==> src/rtl/rxbb_pkg.sv <==
// Shared types, constants and the CRC-16/MODBUS byte update for the receive byte buffer.
package rxbb_pkg;

    typedef enum logic [1:0] {
        OP_RECEIVE = 2'd0,
        OP_READ    = 2'd1,
        OP_CLEAR   = 2'd2,
        OP_RESTART = 2'd3
    } op_t;

    localparam int          CRC_W    = 16;
    localparam int          HIST_N   = 4;
    localparam int          COUNT_OW = 9;
    localparam logic [15:0] CRC_INIT = 16'hFFFF;
    localparam logic [15:0] CRC_POLY = 16'hA001;

    typedef logic [CRC_W-1:0] crc_t;

    // Reflected CRC-16, one byte, bit by bit.
    function automatic crc_t crc16_byte(input crc_t crc, input logic [7:0] b);
        crc_t c;
        c = crc ^ {8'h00, b};
        for (int k = 0; k < 8; k++) begin
            c = c[0] ? ((c >> 1) ^ CRC_POLY) : (c >> 1);
        end
        return c;
    endfunction

endpackage

==> src/rtl/rxbb_store.sv <==
// Byte store memory: one write port, one read port with registered read data.
module rxbb_store
    import rxbb_pkg::*;
#(
    parameter int DEPTH = 256,
    parameter int AW    = 8
) (
    input  logic          aclk,
    input  logic          wr_en,
    input  logic [AW-1:0] wr_addr,
    input  logic [7:0]    wr_data,
    input  logic          rd_en,
    input  logic [AW-1:0] rd_addr,
    output logic [7:0]    rd_data
);

    logic [7:0] mem [DEPTH];
    logic [7:0] rd_data_reg;

    always_ff @(posedge aclk) begin
        if (wr_en) begin
            mem[wr_addr] <= wr_data;
        end
    end

    always_ff @(posedge aclk) begin
        if (rd_en) begin
            rd_data_reg <= mem[rd_addr];
        end
    end

    assign rd_data = rd_data_reg;

endmodule

==> src/rtl/rx_byte_buffer_with_crc16_history_top.sv <==
// Receive byte buffer with running CRC-16/MODBUS and four-deep CRC history.
//
// Usage:
//   Input channel s_*: one operation per transfer (receive byte, read entry,
//   clear store and count, restart CRC). Result channel m_*: one result per
//   input transfer, in order, carrying the CRC, its history, the count, the
//   wrapped flag and the read byte.
//   The result is registered: it is valid in the cycle after the input transfer.
//   Throughput: one item per cycle; s_ready is high whenever the result
//   register is empty or being taken in the same cycle, set by the single
//   result register and the registered read of the store memory.
//   Entries not written since the last clear read as zero: an entry is live
//   when it lies below the count or the store has wrapped since the clear,
//   so no clearing sweep is needed.
//   Reset: CRC and history go to FFFF, count and wrapped flag to zero, the
//   store reads as empty, no result is pending. s_ready is low during reset
//   and high from the first cycle after it.
//   Stall: while m_ready is low a pending result holds and s_ready is low,
//   so state does not advance until the result transfer completes.
module rx_byte_buffer_with_crc16_history_top
    import rxbb_pkg::*;
#(
    parameter int STORE_DEPTH = 256
) (
    input  logic        aclk,
    input  logic        aresetn,
    input  logic        s_valid,
    output logic        s_ready,
    input  logic [1:0]  s_operation,
    input  logic [7:0]  s_rx_byte,
    input  logic [7:0]  s_read_index,
    output logic        m_valid,
    input  logic        m_ready,
    output logic [15:0] m_crc_now,
    output logic [15:0] m_crc_back1,
    output logic [15:0] m_crc_back2,
    output logic [15:0] m_crc_back3,
    output logic [15:0] m_crc_back4,
    output logic [8:0]  m_byte_count,
    output logic        m_store_wrapped,
    output logic [7:0]  m_read_data
);

    localparam int AW = (STORE_DEPTH > 1) ? $clog2(STORE_DEPTH) : 1;
    localparam int CW = $clog2(STORE_DEPTH + 1);
    localparam int IW = (CW > 8) ? CW : 8;

    op_t           op;
    logic          accept;
    logic          is_full;

    logic          m_valid_reg,  m_valid_next;
    crc_t          crc_reg,      crc_next;
    crc_t          hist_reg  [HIST_N];
    crc_t          hist_next [HIST_N];
    logic [CW-1:0] count_reg,    count_next;
    logic          wrap_reg,     wrap_next;
    logic          full_reg,     full_next;
    logic          rd_ok_reg,    rd_ok_next;

    logic          wr_en;
    logic [AW-1:0] wr_addr;
    logic [7:0]    rd_data;

    assign op      = op_t'(s_operation);
    assign s_ready = aresetn && (!m_valid_reg || m_ready);
    assign accept  = s_valid && s_ready;
    assign is_full = (count_reg >= CW'(STORE_DEPTH));

    always_comb begin
        m_valid_next = m_valid_reg;
        crc_next     = crc_reg;
        hist_next    = hist_reg;
        count_next   = count_reg;
        wrap_next    = wrap_reg;
        full_next    = full_reg;
        rd_ok_next   = rd_ok_reg;
        wr_en        = 1'b0;
        wr_addr      = AW'(count_reg);
        if (m_valid_reg && m_ready) begin
            m_valid_next = 1'b0;
        end
        if (accept) begin
            m_valid_next = 1'b1;
            rd_ok_next   = 1'b0;
            case (op)
                OP_RECEIVE: begin
                    wr_en = 1'b1;
                    if (is_full) begin
                        wr_addr    = '0;
                        count_next = CW'(1);
                        wrap_next  = 1'b1;
                        full_next  = 1'b1;
                    end else begin
                        count_next = count_reg + CW'(1);
                    end
                    for (int k = HIST_N - 1; k > 0; k--) begin
                        hist_next[k] = hist_reg[k-1];
                    end
                    hist_next[0] = crc_reg;
                    crc_next     = crc16_byte(crc_reg, s_rx_byte);
                end
                OP_READ: begin
                    rd_ok_next = (IW'(s_read_index) < IW'(STORE_DEPTH)) &&
                                 (full_reg || (IW'(s_read_index) < IW'(count_reg)));
                end
                OP_CLEAR: begin
                    count_next = '0;
                    full_next  = 1'b0;
                end
                OP_RESTART: begin
                    crc_next = CRC_INIT;
                    for (int k = 0; k < HIST_N; k++) begin
                        hist_next[k] = CRC_INIT;
                    end
                end
                default: begin
                    rd_ok_next = 1'b0;
                end
            endcase
        end
    end

    always_ff @(posedge aclk) begin
        if (!aresetn) begin
            m_valid_reg <= 1'b0;
            crc_reg     <= CRC_INIT;
            for (int k = 0; k < HIST_N; k++) begin
                hist_reg[k] <= CRC_INIT;
            end
            count_reg   <= '0;
            wrap_reg    <= 1'b0;
            full_reg    <= 1'b0;
            rd_ok_reg   <= 1'b0;
        end else begin
            m_valid_reg <= m_valid_next;
            crc_reg     <= crc_next;
            hist_reg    <= hist_next;
            count_reg   <= count_next;
            wrap_reg    <= wrap_next;
            full_reg    <= full_next;
            rd_ok_reg   <= rd_ok_next;
        end
    end

    rxbb_store #(
        .DEPTH (STORE_DEPTH),
        .AW    (AW)
    ) u_store (
        .aclk    (aclk),
        .wr_en   (accept && wr_en),
        .wr_addr (wr_addr),
        .wr_data (s_rx_byte),
        .rd_en   (accept && (op == OP_READ)),
        .rd_addr (AW'(s_read_index)),
        .rd_data (rd_data)
    );

    assign m_valid         = m_valid_reg;
    assign m_crc_now       = crc_reg;
    assign m_crc_back1     = hist_reg[0];
    assign m_crc_back2     = hist_reg[1];
    assign m_crc_back3     = hist_reg[2];
    assign m_crc_back4     = hist_reg[3];
    assign m_byte_count    = COUNT_OW'(count_reg);
    assign m_store_wrapped = wrap_reg;
    assign m_read_data     = rd_ok_reg ? rd_data : 8'h00;

endmodule

==> config.mk <==
export PLATFORM = sky130hd
export DESIGN_NAME = rx_byte_buffer_with_crc16_history_top
export DESIGN_NICKNAME = d
export VERILOG_FILES = /design/src/rtl/rxbb_pkg.sv /design/src/rtl/rxbb_store.sv /design/src/rtl/rx_byte_buffer_with_crc16_history_top.sv
export SDC_FILE = /design/constraint.sdc
export NUM_CORES = 2
export LEC_CHECK = 0
export BUFFER_PORTS_ARGS = -buffer_cell sky130_fd_sc_hd__buf_2
export CORE_AREA = 2 2 400 402
export DETAILED_ROUTE_END_ITERATION = 6
export DIE_AREA = 0 0 402 404
export PLACE_DENSITY_LB_ADDON = 0.08
export REMOVE_ABC_BUFFERS = 1
export SLEW_MARGIN = 20
export SYNTH_ARGS = -nofsm -noshare
export SYNTH_HDL_FRONTEND = slang
export SYNTH_SLANG_ARGS = --single-unit
==> constraint.sdc <==
create_clock -name aclk -period 4.36 [get_ports aclk]
set_clock_uncertainty 0.05 [all_clocks]
set_input_delay 1.09 -clock aclk [delete_from_list [all_inputs] [get_ports aclk]]
set_output_delay 1.09 -clock aclk [all_outputs]
set_load 0.01 [all_outputs]
# Word-level counts from Yosys, hierarchy flattened
# Memories as Yosys holds them, arrays and structs flattened. A register that Yosys moved wholly into a read port is not among the register bits.
# Cells that the tools add are included.
# totals
output_inout_bits	100
input_bits	22
ram_bits	2048
regBits	93
memories	1
wordCells	68
# classes
n_mux	25
eq_ne	4
reduce_logical	16
bitwise	9
n_lt_le_gt_ge	2
n_addsub	1
# mem_list
name	words	word_bits	read_ports	rd_ports_with_merged_regs	wr	line_no	source
u_store.mem	256	8	1	1	1	rxbb_store.sv:17	logic [7:0] mem [DEPTH];
# ops
cell	n
$mux W16	8
$pmux W64 S2	1
$mux W8	4
$pmux W16 S2	1
$not A2 Y3	8
$pmux W9 S2	1
$xor A16 B8 Y16	1
$add A9 B1 Y9 const B	1
$ge A9 B9 Y1 const B	1
$lt A8 B9 Y1	1
$mux W9	1
$mux W1	8
$reduce_and A3 Y1	2
$reduce_bool A2 Y1	3
$logic_and A1 B1 Y1	5
$eq A2 B2 Y1 const B	2
$reduce_and A2 Y1	2
$eq A2 B1 Y1 const B	1
$logic_not A2 Y1	1
$logic_or A1 B1 Y1	2
$ne A2 B2 Y1 const B	1
$pmux W1 S2	1
$logic_not A1 Y1	1

# Logic depth before layout (Yosys ltp)
# logic_depth
depth_word	18
ltp_mapped	12
mapped_depth_nobuf	8

# Hierarchy
# Synthesis repeated with hierarchy kept, for this count alone.
# unflattened
hier_cells	4165
hier_area_um2	83138.5
# modules_own_cells
mod	cells_each	seq_area_each_um2	n_inst	area_each_um2
rxbb_store	3733	61739.2	1	79636.4
rx_byte_buffer_with_crc16_history_top	432	1461.4	1	3502.1

# Worst setup path before layout
# Ideal clock, no wire load.
# synth_path
kind	in2reg
start	input port m_ready
end	memory u_store.mem[110][0] (enable)
arrival_ns	3.073
path_slack_ns	0.867
path_buffers	3
setup_ns	0.370
path_stages	10
required_time_ns	3.940
cell_sequence	nand2b_1 > and3_1 > clkbuf_1 > nand2_1 > nor2_1 > buf_2 > nor3_1 > nand3_1 > clkbuf_1 > nor2_1
# synth_between
elab_chain_cells	7
elab_cells_between_ends	8
cone_classes	4 x mux; 4 x reduce/logical
# synth_lines
item	line_no	source
start: declaration	rx_byte_buffer_with_crc16_history_top.sv:33	input logic m_ready,
$logic_or A1 B1 Y1 (*)	rx_byte_buffer_with_crc16_history_top.sv:66	assign s_ready = aresetn && (!m_valid_reg || m_ready);
$logic_and A1 B1 Y1 (*)	rx_byte_buffer_with_crc16_history_top.sv:66	
$logic_and A1 B1 Y1 (*)	rx_byte_buffer_with_crc16_history_top.sv:67	assign accept = s_valid && s_ready;
$mux W1	rx_byte_buffer_with_crc16_history_top.sv:83	if (accept) begin
$logic_and A1 B1 Y1	rx_byte_buffer_with_crc16_history_top.sv:151	.wr_en (accept && wr_en),
$mux W1	rxbb_store.sv:21	if (wr_en) begin
$mux W1 (not written as such)	rxbb_store.sv:22	mem[wr_addr] <= wr_data;
end: declaration	rxbb_store.sv:17	
# Every way passes the cells marked *; elsewhere a longest branch is shown, timed or not.

==> metrics.md <==
| Metric | Value |
|---|---|
| Most flops, register | `u_store.mem` |
| Setup Crit Path Kind | `in2reg` |
| Hpwl dp | `132 mm` |
| Rows | `146` |
| Register area share after synthesis | `0.760` |
| Largest net degree at the start of global routing | `about 170` |
| WL/cell | `31.0 um` |
| Post-synthesis async set-or-reset flop share | `0` |
| Ys flop type | `edfxtp_1` |
| Data arrival, critical path | `between 4 and 5 ns` |
| Mapped cell area | `around 83000 um2` |
| Final Hold Viols | `0` |
| Htree depth | `4` |
| Hold WC Path Type | `reg2reg` |
| Total power | `42.5 mW` |
| Clk Latency, worst-skew pair | `0.84 ns` |
| Count leader, synth | `edfxtp_1` |
| Synth area leader | `edfxtp_1` |
| Post-CTS setup buffer count | `0` |
| Clk buf depth | `3` |
| Die width | `402 um` |
| Port bufs | `between 100 and 150` |
| Sequential cell area | `63200 um2` |
| Status | `finished clean` |
| Post-synth top area share | `0.743` |
| Pwr/cell area | `443 nW/um2` |
| Die area | `162000 um2` |
| Required @ worst endpoint | `4.86 ns` |
| Footprint of the multi-input gates | `18300 um2` |
| Initial DRT Pass Iterations | `6` |
| Max VDD drop | `405 uV` |
| Critical Path Fanout Max | `29` |
| Worst hold slack | `~0.47 ns` |
| Final Max Slew Viols | `0` |
| Starting density of the core | `0.527` |
| CTS tree | `yes` |
| Cts bufs inserted | `213` |
| Vias per cell | `6.15` |
| Initial DRC count | `4538` |
| Synthesized instance count | `4014` |
| Leakage | `30.9 nW` |
| Synthesis-to-layout area growth | `15.3%` |
| Final WS setup | `between 0.6 and 0.7 ns` |
| Worst hold start | `m_crc_back4[2]$_SDFFE_PN1P_` |
| Type of element launching the critical path | `input pin` |
| Post-synthesis register bit count | `2129` |
| Synthesized area per cell | `20.7 um2` |
| Crit share post-route | `0.852` |
| Post_cts resized | `0` |
| Max reg flops | `slightly above 2k` |
| RSZ-0062 raised after global routing | `no` |
| Largest cells by area after synthesis | `edfxtp_1 74%, mux4_2 13%, dfxtp_1 1.8%, nor2_1 1.5%, mux2i_1 1.3%` |
| Core area | `~160000 um2` |
| Yosys Warn Count | `0` |
| Max-slew headroom | `0.179` |
| Top Ports | `122` |
| Pre-CTS WS | `-0.158 ns` |
| Final number of setup-violating endpoints | `0` |
| Vias post-DR | `~42k` |
| Initial antenna violation count | `5` |
| Layout fillers | `11.4k` |
| Post-layout util | `0.607` |
| Drt drc | `0` |
| Root Buffer | `clkbuf_16` |
| Die Y | `around 400 um` |
| Worst Max-Slew Pin Slew | `1.23 ns` |
| CTS sink count | `2129` |
| Ratio of cells with drive above 1 in the final layout | `0.300` |
| Max-Cap Viols | `0` |
| Antenna-violating nets left | `0` |
| Post-Route WL | `211 mm` |
| Fmax | `0.269 GHz` |
| Min Tclk post-route | `3.71 ns` |
| Nets | `4596` |
| GRT overflow | `0` |
| Worst setup path startpoint | `s_read_index[0]` |
| Distinct cell type count after synthesis | `55` |
| CP Capture Type | `flip-flop` |
| GR Util All Layers | `0.262` |
| Worst-path clk slew | `0.06 ns` |
| First-pass GRT wire length | `303 mm` |
| Post-synth EDFFs | `2056` |
| Reg2reg start | `m_valid$_SDFFE_PN0P_` |
| Cts hold-fix bufs | `0` |
| RePlAce Congestion | `around 0.83` |
| Commonest cells in the netlist | `2056 x edfxtp_1, 492 x mux4_2, 337 x nor2_1` |
| Vias in the first global route | `just over 40k` |
power breakdown:
part / switching [mW] / total [mW] / internal (mW)
Sequential: 0.0102 / 22.4 / 22.4
Clock: 7.63 / 18.0 / 10.4
Combinational: 1.26 / 2.06 / 0.800
cells by family after synthesis:
group | count (synthesis) | synth area share
DFF | 2129 | 0.760
AOI/OAI and AO/OA | 362 | 0.0287
and+or+nand+nor | 573 | 0.0296
adders and majority gates | 13 | 0.00196
xor gates and xnor gates | 22 | 0.00232
buffers and inverters | 281 | 0.0209
muxes | 634 | 0.156
placed cells by master, fill, tap and decap left out, types with 8 or more instances in the layout:
cell / instances
buf_12: 43
and2_1: 16
nand3_2: 9
nand2_1: 65
buf_4: 439
nor2_1: 334
ha_1: 12
clkinv_1: 56
mux2_2: 8
clkinvlp_4: 8
nor3_1: 78
and3_1: 11
nand3_1: 19
clkbuf_1: 46
o22ai_1: 28
o221ai_1: 28
a211oi_1: 20
xor2_1: 8
xnor2_1: 14
buf_2: 108
buf_8: 10
a221oi_1: 13
dfxtp_1: 73
a31oi_1: 12
bufinv_16: 22
inv_1: 12
mux2i_1: 105
clkbuf_16: 216
edfxtp_1: 2056
mux4_2: 492
a22oi_1: 71
clkinv_2: 34
a22o_1: 17
mux4_1: 29
o21ai_0: 71
a21oi_1: 77
worst max-delay path, cell delays in order:
cell,delay (ns)
buf_8,0.37
buf_12,0.31
mux4_2,0.54
a22o_1,0.29
a221oi_1,0.36
buf_4,0.20
o22ai_1,0.11
nor3_1,0.60
buf_4,0.23
a311oi_1,0.04
through the flow:
| step | instance area [um2] | std cells | setup TNS (ns) |
|---|---|---|---|
| floorplan | 81400 | 3745 | 0 |
| global placement | 89000 | 6418 | -0.150 |
| detailed placement | 89000 | 6418 | -0.158 |
| CTS | 95800 | 6813 | 0 |
| global route | 95800 | 6813 | 0 |
| finish | 95800 | 6815 | 0 |
per-layer routing:
metal  wire, um  track usage  share of wire
met1      87100        0.375           0.41
met2     103000        0.418           0.49
met3      16000       0.0500          0.076
met4       5280       0.0711          0.025
met5         17            0       0.000081
path summary, 6_finish.rpt:
path / cells after the start / slack (ns) / endpoint
worst min register to register: 2 / 0.47 / m_crc_back4[2]$_SDFFE_PN1P_
worst max-delay path: 10 / 0.65 / u_store.rd_data[1]$_DFFE_PP_
worst min-delay path: 2 / 0.47 / m_crc_back4[2]$_SDFFE_PN1P_
worst max register to register: 10 / 1.13 / u_store.mem[79][5]$_DFFE_PP_
area by class of cell:
class,count,share of cell area
diodes,2,0.0000522
clock buffers,262,0.0582
clock inverters,133,0.0132
inverters,12,0.000470
multi-input cells,1604,0.191
flip-flops and latches,2129,0.660
well taps,2072,0.0271
repair buffers,601,0.0507
No activity file was read; power rests on OpenSTA's default activity.
